## src/rtl/bcd_pkg.sv

```systemverilog
`default_nettype none

package bcd_pkg;

  typedef enum logic [1:0] {
    FMT_BC1 = 2'd0,
    FMT_BC2 = 2'd1,
    FMT_BC3 = 2'd2,
    FMT_RSV = 2'd3
  } fmt_e;

  localparam int unsigned InW  = 184;
  localparam int unsigned OutW = 64;

  typedef logic [7:0] chan_t;
  typedef chan_t [2:0] rgb_t;

  typedef struct packed {
    logic [11:0] bx;
    logic [11:0] by;
    logic [2:0]  ncol;
    logic [2:0]  nrow;
  } geo_t;

  typedef struct packed {
    fmt_e        fmt;
    logic        three;
    rgb_t        c0;
    rgb_t        c1;
    logic [31:0] idx;
    logic [63:0] aw;
    geo_t        geo;
  } prep_t;

  typedef struct packed {
    fmt_e                 fmt;
    logic                 three;
    rgb_t                 c0;
    rgb_t                 c1;
    logic [2:0][9:0]      mix2;
    logic [2:0][9:0]      mix3;
    rgb_t                 half;
    logic                 awide;
    logic [5:0][10:0]     s7;
    logic [3:0][10:0]     s5;
    logic [31:0]          idx;
    logic [63:0]          aw;
    geo_t                 geo;
  } sum_t;

  typedef struct packed {
    fmt_e                  fmt;
    logic [3:0][3:0][7:0]  pal;
    logic [7:0][7:0]       atab;
    logic [31:0]           idx;
    logic [63:0]           aw;
    geo_t                  geo;
  } block_t;

  typedef struct packed {
    chan_t       alpha;
    chan_t       blue;
    chan_t       green;
    chan_t       red;
    logic [13:0] y;
    logic [13:0] x;
  } texel_t;

endpackage

`default_nettype wire

```

## src/rtl/bc1_bc2_bc3_block_decoder.sv

```systemverilog
// Channel   Dir  Payload (low bit first)                                    Marks
// s_axis    in   color_word 64, alpha_word 64, mip_w 15,                    -
//                mip_h 15, block_col 12, block_row 12 (pad to 184)
// m_axis    out  texel_x 14, texel_y 14, red 8, green 8, blue 8, alpha 8    tlast = last_texel
//                (pad to 64)
// cfg       in   block_format 2                                             write enable
//
// A block passes three register stages (unpack and bounds, weighted sums, divides and
// palette) and is then serialized at one texel per cycle while m_axis_tready is high.
// The serializer emits only the texels that lie inside the level (16 for a full block)
// and none for a block outside it; it takes the next block as it emits the last texel.
// Reset clears all valid bits and sets block_format to BC1.
// A low m_axis_tready holds a valid output register, the serializer and every full stage behind it.
`default_nettype none

module bc1_bc2_bc3_block_decoder #(
  parameter int unsigned MAX_DIM = 16384
) (
  input  wire logic                        clk_i,
  input  wire logic                        rst_ni,
  input  wire logic                        cfg_we_i,
  input  wire logic [1:0]                  cfg_wdata_i,
  input  wire logic                        s_axis_tvalid,
  output logic                             s_axis_tready,
  // color_word, alpha_word, mip_w, mip_h, block_col, block_row
  input  wire logic [bcd_pkg::InW-1:0]     s_axis_tdata,
  output logic                             m_axis_tvalid,
  input  wire logic                        m_axis_tready,
  // texel_x, texel_y, red, green, blue, alpha
  output logic [bcd_pkg::OutW-1:0]         m_axis_tdata,
  output logic                             m_axis_tlast
);
  import bcd_pkg::*;

  fmt_e   fmt_q;
  logic   prep_valid, prep_ready, blk_valid, blk_ready;
  prep_t  prep;
  block_t blk;
  texel_t texel;

  always_ff @(posedge clk_i or negedge rst_ni) begin
    if (!rst_ni) begin
      fmt_q <= FMT_BC1;
    end else if (cfg_we_i) begin
      fmt_q <= fmt_e'(cfg_wdata_i);
    end
  end

  bcd_prep #(
    .MAX_DIM(MAX_DIM)
  ) u_prep (
    .clk_i         (clk_i),
    .rst_ni        (rst_ni),
    .in_valid_i    (s_axis_tvalid),
    .in_ready_o    (s_axis_tready),
    .fmt_i         (fmt_q),
    .color_word_i  (s_axis_tdata[63:0]),
    .alpha_word_i  (s_axis_tdata[127:64]),
    .mip_w_i       (s_axis_tdata[142:128]),
    .mip_h_i       (s_axis_tdata[157:143]),
    .block_col_i   (s_axis_tdata[169:158]),
    .block_row_i   (s_axis_tdata[181:170]),
    .out_valid_o   (prep_valid),
    .out_ready_i   (prep_ready),
    .out_o         (prep)
  );

  bcd_interp u_interp (
    .clk_i      (clk_i),
    .rst_ni     (rst_ni),
    .in_valid_i (prep_valid),
    .in_ready_o (prep_ready),
    .in_i       (prep),
    .out_valid_o(blk_valid),
    .out_ready_i(blk_ready),
    .out_o      (blk)
  );

  bcd_emit u_emit (
    .clk_i      (clk_i),
    .rst_ni     (rst_ni),
    .in_valid_i (blk_valid),
    .in_ready_o (blk_ready),
    .in_i       (blk),
    .out_valid_o(m_axis_tvalid),
    .out_ready_i(m_axis_tready),
    .out_o      (texel),
    .out_last_o (m_axis_tlast)
  );

  assign m_axis_tdata = {(OutW - $bits(texel_t))'(0), texel};

endmodule

`default_nettype wire

```

## src/rtl/bcd_prep.sv

```systemverilog
`default_nettype none

module bcd_prep #(
  parameter int unsigned MAX_DIM = 16384
) (
  input  wire logic           clk_i,
  input  wire logic           rst_ni,
  input  wire logic           in_valid_i,
  output logic                in_ready_o,
  input  wire bcd_pkg::fmt_e  fmt_i,
  input  wire logic [63:0]    color_word_i,
  input  wire logic [63:0]    alpha_word_i,
  input  wire logic [14:0]    mip_w_i,
  input  wire logic [14:0]    mip_h_i,
  input  wire logic [11:0]    block_col_i,
  input  wire logic [11:0]    block_row_i,
  output logic                out_valid_o,
  input  wire logic           out_ready_i,
  output bcd_pkg::prep_t      out_o
);
  import bcd_pkg::*;

  function automatic rgb_t expand565(input logic [15:0] v);
    rgb_t rgb;
    rgb[0] = {v[15:11], v[15:13]};
    rgb[1] = {v[10:5], v[10:9]};
    rgb[2] = {v[4:0], v[4:2]};
    return rgb;
  endfunction

  logic        valid_q;
  prep_t       data_q, data_d;
  logic        en;
  logic [16:0] lim_w, lim_h;
  logic [3:0]  col_ok, row_ok;

  assign en         = !valid_q || out_ready_i;
  assign in_ready_o = en;

  always_comb begin
    lim_w = (17'(mip_w_i) > 17'(MAX_DIM)) ? 17'(MAX_DIM) : 17'(mip_w_i);
    lim_h = (17'(mip_h_i) > 17'(MAX_DIM)) ? 17'(MAX_DIM) : 17'(mip_h_i);
    for (int k = 0; k < 4; k++) begin
      col_ok[k] = 17'({block_col_i, 2'(k)}) < lim_w;
      row_ok[k] = 17'({block_row_i, 2'(k)}) < lim_h;
    end
    data_d.fmt      = fmt_i;
    data_d.three    = (fmt_i == FMT_BC1) && (color_word_i[15:0] <= color_word_i[31:16]);
    data_d.c0       = expand565(color_word_i[15:0]);
    data_d.c1       = expand565(color_word_i[31:16]);
    data_d.idx      = color_word_i[63:32];
    data_d.aw       = alpha_word_i;
    data_d.geo.bx   = block_col_i;
    data_d.geo.by   = block_row_i;
    data_d.geo.ncol = 3'(col_ok[0]) + 3'(col_ok[1]) + 3'(col_ok[2]) + 3'(col_ok[3]);
    data_d.geo.nrow = 3'(row_ok[0]) + 3'(row_ok[1]) + 3'(row_ok[2]) + 3'(row_ok[3]);
  end

  always_ff @(posedge clk_i or negedge rst_ni) begin
    if (!rst_ni) begin
      valid_q <= 1'b0;
    end else if (en) begin
      valid_q <= in_valid_i;
    end
  end

  always_ff @(posedge clk_i) begin
    if (en && in_valid_i) begin
      data_q <= data_d;
    end
  end

  assign out_valid_o = valid_q;
  assign out_o       = data_q;

endmodule

`default_nettype wire

```

## src/rtl/bcd_interp.sv

```systemverilog
`default_nettype none

module bcd_interp (
  input  wire logic            clk_i,
  input  wire logic            rst_ni,
  input  wire logic            in_valid_i,
  output logic                 in_ready_o,
  input  wire bcd_pkg::prep_t  in_i,
  output logic                 out_valid_o,
  input  wire logic            out_ready_i,
  output bcd_pkg::block_t      out_o
);
  import bcd_pkg::*;

  function automatic chan_t div3(input logic [9:0] x);
    logic [20:0] p;
    p = 21'(x) * 21'd683;
    return p[18:11];
  endfunction

  function automatic chan_t div5(input logic [10:0] x);
    logic [21:0] p;
    p = 22'(x) * 22'd1639;
    return p[20:13];
  endfunction

  function automatic chan_t div7(input logic [10:0] x);
    logic [22:0] p;
    p = 23'(x) * 23'd2341;
    return p[21:14];
  endfunction

  logic   sum_valid_q, blk_valid_q;
  sum_t   sum_q, sum_d;
  block_t blk_q, blk_d;
  logic   sum_en, blk_en;
  chan_t  a0, a1;

  assign blk_en     = !blk_valid_q || out_ready_i;
  assign sum_en     = !sum_valid_q || blk_en;
  assign in_ready_o = sum_en;

  always_comb begin
    a0          = in_i.aw[7:0];
    a1          = in_i.aw[15:8];
    sum_d.fmt   = in_i.fmt;
    sum_d.three = in_i.three;
    sum_d.c0    = in_i.c0;
    sum_d.c1    = in_i.c1;
    sum_d.idx   = in_i.idx;
    sum_d.aw    = in_i.aw;
    sum_d.geo   = in_i.geo;
    sum_d.awide = a0 > a1;
    for (int ch = 0; ch < 3; ch++) begin
      sum_d.mix2[ch] = 10'({in_i.c0[ch], 1'b0}) + 10'(in_i.c1[ch]);
      sum_d.mix3[ch] = 10'(in_i.c0[ch]) + 10'({in_i.c1[ch], 1'b0});
      sum_d.half[ch] = 8'((9'(in_i.c0[ch]) + 9'(in_i.c1[ch])) >> 1);
    end
    for (int i = 1; i <= 6; i++) begin
      sum_d.s7[i-1] = 11'(32'(7 - i) * 32'(a0) + 32'(i) * 32'(a1));
    end
    for (int i = 1; i <= 4; i++) begin
      sum_d.s5[i-1] = 11'(32'(5 - i) * 32'(a0) + 32'(i) * 32'(a1));
    end
  end

  always_comb begin
    blk_d.fmt = sum_q.fmt;
    blk_d.idx = sum_q.idx;
    blk_d.aw  = sum_q.aw;
    blk_d.geo = sum_q.geo;
    for (int ch = 0; ch < 3; ch++) begin
      blk_d.pal[0][ch] = sum_q.c0[ch];
      blk_d.pal[1][ch] = sum_q.c1[ch];
      if (sum_q.three) begin
        blk_d.pal[2][ch] = sum_q.half[ch];
        blk_d.pal[3][ch] = 8'h00;
      end else begin
        blk_d.pal[2][ch] = div3(sum_q.mix2[ch]);
        blk_d.pal[3][ch] = div3(sum_q.mix3[ch]);
      end
    end
    blk_d.pal[0][3] = 8'hFF;
    blk_d.pal[1][3] = 8'hFF;
    blk_d.pal[2][3] = 8'hFF;
    blk_d.pal[3][3] = sum_q.three ? 8'h00 : 8'hFF;
    blk_d.atab[0] = sum_q.aw[7:0];
    blk_d.atab[1] = sum_q.aw[15:8];
    if (sum_q.awide) begin
      for (int i = 1; i <= 6; i++) begin
        blk_d.atab[i+1] = div7(sum_q.s7[i-1]);
      end
    end else begin
      for (int i = 1; i <= 4; i++) begin
        blk_d.atab[i+1] = div5(sum_q.s5[i-1]);
      end
      blk_d.atab[6] = 8'h00;
      blk_d.atab[7] = 8'hFF;
    end
  end

  always_ff @(posedge clk_i or negedge rst_ni) begin
    if (!rst_ni) begin
      sum_valid_q <= 1'b0;
      blk_valid_q <= 1'b0;
    end else begin
      if (sum_en) begin
        sum_valid_q <= in_valid_i;
      end
      if (blk_en) begin
        blk_valid_q <= sum_valid_q;
      end
    end
  end

  always_ff @(posedge clk_i) begin
    if (sum_en && in_valid_i) begin
      sum_q <= sum_d;
    end
    if (blk_en && sum_valid_q) begin
      blk_q <= blk_d;
    end
  end

  assign out_valid_o = blk_valid_q;
  assign out_o       = blk_q;

endmodule

`default_nettype wire

```

## src/rtl/bcd_emit.sv

```systemverilog
`default_nettype none

module bcd_emit (
  input  wire logic             clk_i,
  input  wire logic             rst_ni,
  input  wire logic             in_valid_i,
  output logic                  in_ready_o,
  input  wire bcd_pkg::block_t  in_i,
  output logic                  out_valid_o,
  input  wire logic             out_ready_i,
  output bcd_pkg::texel_t       out_o,
  output logic                  out_last_o
);
  import bcd_pkg::*;

  logic       busy_q, busy_d;
  logic [1:0] r_q, r_d, c_q, c_d;
  block_t     blk_q;
  logic       out_valid_q, out_valid_d;
  texel_t     texel_q, texel_d;
  logic       out_last_q;
  logic       adv, load, row_end, col_end, last, nonempty;
  logic [3:0] pix;
  logic [1:0] sel;
  logic [2:0] aidx;
  logic [3:0] nib;
  logic [5:0] abase;

  assign adv        = busy_q && (!out_valid_q || out_ready_i);
  assign col_end    = ({1'b0, c_q} + 3'd1) == blk_q.geo.ncol;
  assign row_end    = ({1'b0, r_q} + 3'd1) == blk_q.geo.nrow;
  assign last       = col_end && row_end;
  assign in_ready_o = !busy_q || (adv && last);
  assign load       = in_valid_i && in_ready_o;
  assign nonempty   = (in_i.geo.ncol != 3'd0) && (in_i.geo.nrow != 3'd0);

  always_comb begin
    busy_d = busy_q;
    r_d    = r_q;
    c_d    = c_q;
    if (load) begin
      busy_d = nonempty;
      r_d    = 2'd0;
      c_d    = 2'd0;
    end else if (adv) begin
      if (last) begin
        busy_d = 1'b0;
      end
      if (col_end) begin
        c_d = 2'd0;
        r_d = r_q + 2'd1;
      end else begin
        c_d = c_q + 2'd1;
      end
    end
    out_valid_d = out_valid_q;
    if (adv) begin
      out_valid_d = 1'b1;
    end else if (out_ready_i) begin
      out_valid_d = 1'b0;
    end
  end

  always_comb begin
    pix   = {r_q, c_q};
    sel   = blk_q.idx[{pix, 1'b0} +: 2];
    nib   = blk_q.aw[{pix, 2'b00} +: 4];
    abase = 6'd16 + 6'(pix) * 6'd3;
    aidx  = blk_q.aw[abase +: 3];
    texel_d.x     = {blk_q.geo.bx, c_q};
    texel_d.y     = {blk_q.geo.by, r_q};
    texel_d.red   = blk_q.pal[sel][0];
    texel_d.green = blk_q.pal[sel][1];
    texel_d.blue  = blk_q.pal[sel][2];
    unique case (blk_q.fmt)
      FMT_BC1: texel_d.alpha = blk_q.pal[sel][3];
      FMT_BC2: texel_d.alpha = {nib, nib};
      FMT_BC3: texel_d.alpha = blk_q.atab[aidx];
      FMT_RSV: texel_d.alpha = 8'hFF;
    endcase
  end

  always_ff @(posedge clk_i or negedge rst_ni) begin
    if (!rst_ni) begin
      busy_q      <= 1'b0;
      r_q         <= 2'd0;
      c_q         <= 2'd0;
      out_valid_q <= 1'b0;
    end else begin
      busy_q      <= busy_d;
      r_q         <= r_d;
      c_q         <= c_d;
      out_valid_q <= out_valid_d;
    end
  end

  always_ff @(posedge clk_i) begin
    if (load) begin
      blk_q <= in_i;
    end
    if (adv) begin
      texel_q    <= texel_d;
      out_last_q <= last;
    end
  end

  assign out_valid_o = out_valid_q;
  assign out_o       = texel_q;
  assign out_last_o  = out_last_q;

endmodule

`default_nettype wire

```

## config.mk

```make
export PLATFORM = sky130hd
export DESIGN_NAME = bc1_bc2_bc3_block_decoder
export DESIGN_NICKNAME = d
export VERILOG_FILES = /design/src/rtl/bcd_pkg.sv /design/src/rtl/bc1_bc2_bc3_block_decoder.sv /design/src/rtl/bcd_prep.sv /design/src/rtl/bcd_interp.sv /design/src/rtl/bcd_emit.sv
export SDC_FILE = /design/constraint.sdc
export NUM_CORES = 2
export LEC_CHECK = 0
export ABC_AREA = 1
export BUFFER_PORTS_ARGS = -buffer_cell sky130_fd_sc_hd__buf_2
export CORE_UTILIZATION = 45
export CTS_CLUSTER_SIZE = 25
export DETAILED_ROUTE_END_ITERATION = 7
export GPL_TIMING_DRIVEN = 1
export HOLD_SLACK_MARGIN = 0.05
export PLACE_DENSITY = 0.73
export SLEW_MARGIN = 20
export SYNTH_ARGS = -nofsm -noshare
export SYNTH_HDL_FRONTEND = slang
export SYNTH_SLANG_ARGS = --single-unit
```

## constraint.sdc

```tcl
create_clock -name clk_i -period 13.2 [get_ports clk_i]
set_input_delay 1.98 -clock clk_i [delete_from_list [all_inputs] [get_ports clk_i]]
set_output_delay 1.98 -clock clk_i [all_outputs]
set_load 0.01 [all_outputs]
```

# Yosys cells after proc, flatten, opt, wreduce, memory -nomap -nowiden
# Index checks and enable logic that the tools add are counted.
# Widths: inputs -> output; s select.
totals:
  reg_bits: 1213
  output_inout_bits: 67
  wordCells: 246
  input_bits: 191
classes:
  addsub: 30
  order_cmp: 14
  shifts: 3
  n_mux: 23
  n_eq_ne: 5
  multipliers: 23
  reduce_logical: 29
op_table:
  columns: ["operator", "n"]
  rows:
  - ["$lt 14x17->1", 8]
  - ["$mul 11x12->22 const B", 6]
  - ["$mul 10x10->19 const B", 6]
  - ["$mul 11x11->21 const B", 4]
  - ["$bmux 32 s2", 1]
  - ["$mux 32", 2]
  - ["$shiftx 64x7->3", 1]
  - ["$shiftx 64x7->4", 1]
  - ["$mul 2x8->10 const A", 4]
  - ["$mux 8", 5]
  - ["$pmux 8 s4", 1]
  - ["$shiftx 32x6->2", 1]
  - ["$add 8x9->10", 3]
  - ["$add 9x8->10", 3]
  - ["$gt 15x15->1 const B", 2]
  - ["$mux 15", 2]
  - ["$add 8x8->9", 3]
  - ["$bmux 8 s3", 1]
  - ["$add 10x10->11", 2]
  - ["$mul 3x8->11 const A", 2]
  - ["$le 16x16->1", 1]
  - ["$add 3x1->3", 4]
  - ["$mux 2", 6]
  - ["$add 10x8->11", 1]
  - ["26 further kinds", 57]

# Longest topological paths before layout
depth:
  word_depth: 9
  depth_mapped: 23
  depth_no_buf: 23

# Hierarchy
# A second synthesis with hierarchy kept.
hier_totals:
  cells_unflattened: 7869
  hier_area_um2: 81748.4
modules_own_cells:
  columns: ["module", "n_inst", "area_each_um2", "cells_each"]
  rows:
  - ["bcd_interp", 1, 59046.6, 6120]
  - ["bcd_emit", 1, 16143.0, 1314]
  - ["bcd_prep", 1, 6448.7, 421]
  - ["bc1_bc2_bc3_block_decoder", 1, 110.1, 14]

# Least setup slack after synthesis
# Ideal clock, no wire load.
synth_path:
  kind: "input port to flip-flop"
  from: "in m_axis_tready"
  to: "reg u_prep.data_q (netlist bit u_prep.out_o[0]), enable pin"
  cell_stages: 10
  setup_time_ns: 0.734
  t_arrival_ns: 11.590
  t_required_ns: 12.466
  path_slack_ns: 0.876
  path_cell_list: "inv_1 -> nand2_1 -> nand2_1 -> inv_1 -> nand2_1 -> nand2_1 -> nor2_1 -> inv_1 -> nor2_1 -> a21oi_1"
synth_via:
  elab_chain_len: 8
synth_rtl:
  columns: ["item", "line", "text"]
  rows:
  - ["from (decl)", "bc1_bc2_bc3_block_decoder.sv:28", "input wire logic m_axis_tready,"]
  - ["$logic_or 1x1->1", "bcd_emit.sv:29", "assign adv = busy_q && (!out_valid_q || out_ready_i);"]
  - ["$logic_and 1x1->1", "bcd_emit.sv:29", null]
  - ["net u_emit.adv", "bcd_emit.sv:22", "logic adv, load, row_end, col_end, last, nonempty;"]
  - ["$logic_and 1x1->1", "bcd_emit.sv:33", "assign in_ready_o = !busy_q || (adv && last);"]
  - ["$logic_or 1x1->1", "bcd_emit.sv:33", null]
  - ["$logic_or 1x1->1", "bcd_interp.sv:39", "assign blk_en = !blk_valid_q || out_ready_i;"]
  - ["$logic_or 1x1->1", "bcd_interp.sv:40", "assign sum_en = !sum_valid_q || blk_en;"]
  - ["$logic_or 1x1->1", "bcd_prep.sv:37", "assign en = !valid_q || out_ready_i;"]
  - ["$logic_and 1x1->1", "bcd_prep.sv:68", "if (en && in_valid_i) begin"]
  - ["to (signal assigned)", "bcd_prep.sv:69", "data_q <= data_d;"]
  - ["to (decl)", "bcd_prep.sv:32", "prep_t data_q, data_d;"]
# The timed path passes the listed nets, and every way through them passes these cells.
# A chain may end at the register's enable or synchronous reset.

# Worst setup path in the final report
layout_path:
  from: "reg u_emit.r_q[0]"
  to: "out s_axis_tready"
layout_via:
  elab_chain_len: 8
layout_rtl:
  columns: ["item", "line", "text"]
  rows:
  - ["from (decl)", "bcd_emit.sv:17", "logic [1:0] r_q, r_d, c_q, c_d;"]
  - ["from (signal assigned)", "bcd_emit.sv:91", "r_q <= r_d;"]
  - ["$add 2x1->3", "bcd_emit.sv:31", "assign row_end = ({1'b0, r_q} + 3'd1) == blk_q.geo.nrow;"]
  - ["$eq 3x3->1", "bcd_emit.sv:31", null]
  - ["$logic_and 1x1->1", "bcd_emit.sv:32", "assign last = col_end && row_end;"]
  - ["net u_emit.last", "bcd_emit.sv:22", null]
  - ["$logic_and 1x1->1", "bcd_emit.sv:33", null]
  - ["$logic_or 1x1->1", "bcd_emit.sv:33", null]
  - ["$logic_or 1x1->1", "bcd_interp.sv:39", null]
  - ["$logic_or 1x1->1", "bcd_interp.sv:40", null]
  - ["$logic_or 1x1->1", "bcd_prep.sv:37", null]
  - ["to (decl)", "bc1_bc2_bc3_block_decoder.sv:24", "output logic s_axis_tready,"]
# The timed path passes the listed nets, and every way through them passes these cells.

==> results.sh <==
export IMPL_synthArstFlopShare=0.0102
export IMPL_drt_wl_total_um=169000
export IMPL_vias_per_cell=5.21
export IMPL_status="finished, final reports clean"
export IMPL_syn_area_per_cell_um2=11.0
export IMPL_yosysSeqAreaShare=0.436
export IMPL_ys_ff_latch=1083
export IMPL_hold_class="reg -> reg"
export IMPL_grt_pass1_vias=49500
export IMPL_rsz0062_at_grt="no"
export IMPL_yosysUniqueCellTypes=58
export IMPL_drv_cap=0
export IMPL_synth_top_area_cell="edfxtp_1"
export IMPL_cts_buffer_depth=3
export IMPL_fin_crit_ps=5670
export IMPL_cp_arrival_ps=3690
export IMPL_setup_tns_ps=0
export IMPL_drt_iter0_drc=3204
export IMPL_tritoncts="done"
export IMPL_clock_skew_ps=72.0
export IMPL_root_buffer="clkbuf_16"
export IMPL_io_pins=258
export IMPL_grt_overflow_total=0
export IMPL_insertion_delay_ps=750
export IMPL_gp_congestion=0.904
export IMPL_cp_start_kind="flip-flop"
export IMPL_fmax_mhz=176
export IMPL_cts_resized=0
export IMPL_min_period_over_period=0.429
export IMPL_synth_top_area_share=0.432
export IMPL_syn_inst=6752
export IMPL_grt_usage=0.202
export IMPL_synth_edf_count=1072
export IMPL_crit_type="reg -> out"
export IMPL_post_route_drc_count=0
export IMPL_tightest_slew_ps=1050
export IMPL_area_growth_pct=10.3
export IMPL_path_max_fanout=20
export IMPL_finalHoldViolCount=0
export IMPL_drive_gt1_frac=0.0704
export IMPL_hpwl_um=130000
export IMPL_start_util=0.455
export IMPL_netlist_area_um2=74500
export IMPL_die_area_um2=167000
export IMPL_drv_slew=0
export IMPL_cp_required_ps=11220
export IMPL_cts_sinks=1083
export IMPL_cts_buffers=114
export IMPL_die_w_um=409
export IMPL_antenna_found_initial=21
export IMPL_core_um2=164000
export IMPL_setup_viol=0
export IMPL_ant_nets=0
export IMPL_clk_pin_slew_ps=70
export IMPL_fp_row_count=148
export IMPL_drt_pass1_iter_count=6
export IMPL_post_drt_wl_per_cell_um=18.0
export IMPL_die_height_um=409
export IMPL_postCtsHoldBufs=0
export IMPL_vias=48700
export IMPL_relSlewSlack=0.300
export IMPL_nets=8839
export IMPL_grt_max_degree=162
export IMPL_yosys_warnings=0
export IMPL_ys_top_cells_by_area="edfxtp_1 (43%), ha_1 (20%), fa_1 (10%)"
export IMPL_critPathCaptureType="output pin"
export IMPL_grt_pass1_wl_um=266000
export IMPL_htreeDepth=3
export IMPL_synth_main_ff_cell="edfxtp_1"
export IMPL_portBuffers=251
export IMPL_post_cts_repair_setup_buffers=0
## cell usage after synthesis, types with 5 or more instances
| master | n |
|---|---|
| a211oi_1 | 18 |
| fa_1 | 384 |
| inv_1 | 1217 |
| xor2_1 | 146 |
| nand2_1 | 826 |
| a32oi_1 | 9 |
| nand4_1 | 33 |
| o21ai_1 | 16 |
| a21oi_1 | 438 |
| ha_1 | 1198 |
| buf_2 | 23 |
| o31ai_1 | 32 |
| a31oi_1 | 17 |
| o21bai_1 | 45 |
| nand3_2 | 5 |
| buf_4 | 17 |
| a221oi_1 | 8 |
| clkbuf_1 | 26 |
| dfrtp_1 | 11 |
| nor4_1 | 10 |
| a21o_1 | 33 |
| nand3b_1 | 31 |
| xnor2_1 | 68 |
| edfxtp_1 | 1072 |
| nor2_1 | 260 |
| o22ai_1 | 8 |
| a21boi_0 | 12 |
| or2_2 | 18 |
| o21ai_0 | 239 |
| o211ai_1 | 18 |
| nor3_1 | 36 |
| o21a_1 | 20 |
| nand3_1 | 387 |
| buf_6 | 15 |
| buf_1 | 8 |
## cells by family (layout without fill, tap and decap cells)
logic type / Yosys count / in the layout / share of synthesized area
DFF: 1083 / 1083 / 0.436
buffers and inverters: 1312 / 1718 / 0.0691
adders and majority gates: 1582 / 1582 / 0.305
other: 1 / 15 / 0.0000504
and+or+nand+nor: 1631 / 1631 / 0.0947
xor gates and xnor gates: 214 / 214 / 0.0252
AOI/OAI and AO/OA: 929 / 929 / 0.0705
## critical path, cell delays in order (launching register included)
cell,delay [ps]
dfrtp_1,330
buf_4,330
inv_1,400
ha_1,500
xnor2_1,210
nor4_2,70
nand2_1,60
nand2_1,90
nor2_1,110
inv_1,90
nor2_1,260
nand2_1,250
buf_2,210
## layer usage
layer  wire length (um)  track usage
met1              74500        0.269
met2              79500        0.339
met3               9880       0.0349
met4               4500       0.0562
met5                179            0
## worst paths after layout
kind,from,to,slack (ps),depth (start not counted)
setup / recovery,u_emit.r_q[0],s_axis_tready,7530,12
hold / removal,u_prep.out_o[5],u_interp.blk_d[5],370,0
setup reg to reg,u_interp.blk_d[30],u_interp.out_o[154],7860,18
hold reg to reg,u_prep.out_o[5],u_interp.blk_d[5],370,0
max in group asynchronous,rst_ni,u_emit.c_q[0],11620,1
min in group asynchronous,rst_ni,u_emit.out_valid_o,1200,1
## layout make-up
cell class                 count  area, um^2
clock buffer                 131        2940
tap                         2175        2720
antenna                       11        27.5
inverter                    1222        4610
sequential                  1083       32500
multi-input combinational   4360       36900
fill                       14200       81400
clock inverter                80         890
timing repair buffer         285        1570
## cell usage in the layout, fill, tap and decap left out, types with 68 or more instances in the layout
master,n
nor2_1,260
inv_1,1212
xor2_1,146
fa_1,384
clkbuf_16,115
o21ai_0,239
nand3_1,387
edfxtp_1,1072
xnor2_1,68
nand2_1,826
a21oi_1,437
buf_2,251
ha_1,1198
## sequential cells by signal, indices dropped and copies added (netlist names)
register,flops
u_interp.sum_q,182
u_interp.out_o,257
u_interp.sum_valid_q,1
u_interp.blk_d,154
u_emit.busy_q,1
u_emit.r_q,2
u_emit.out_valid_o,1
u_emit.out_o,60
u_emit.blk_q,257
u_prep.out_valid_o,1
u_emit.c_q,2
fmt_q,2
u_emit.out_last_o,1
u_interp.out_valid_o,1
u_prep.out_o,161
## per-stage QoR
stage          hold slack, ps  worst slack (ps)  instance area (um^2)  utilization  instances
2_1_floorplan             400               876                 74500            -       6755
3_3_place_gp              401              7010                 78200        0.478       9123
3_5_place_dp              405              6910                 78200        0.478       9123
4_1_cts                   378              7410                 82000        0.502       9334
5_1_grt                   382              7260                 82100        0.502       9336
6_report                  366              7530                 82100        0.502       9347
Power is not shown: default switching activity piles up to over one toggle a cycle in this logic, so the estimate is an artifact.
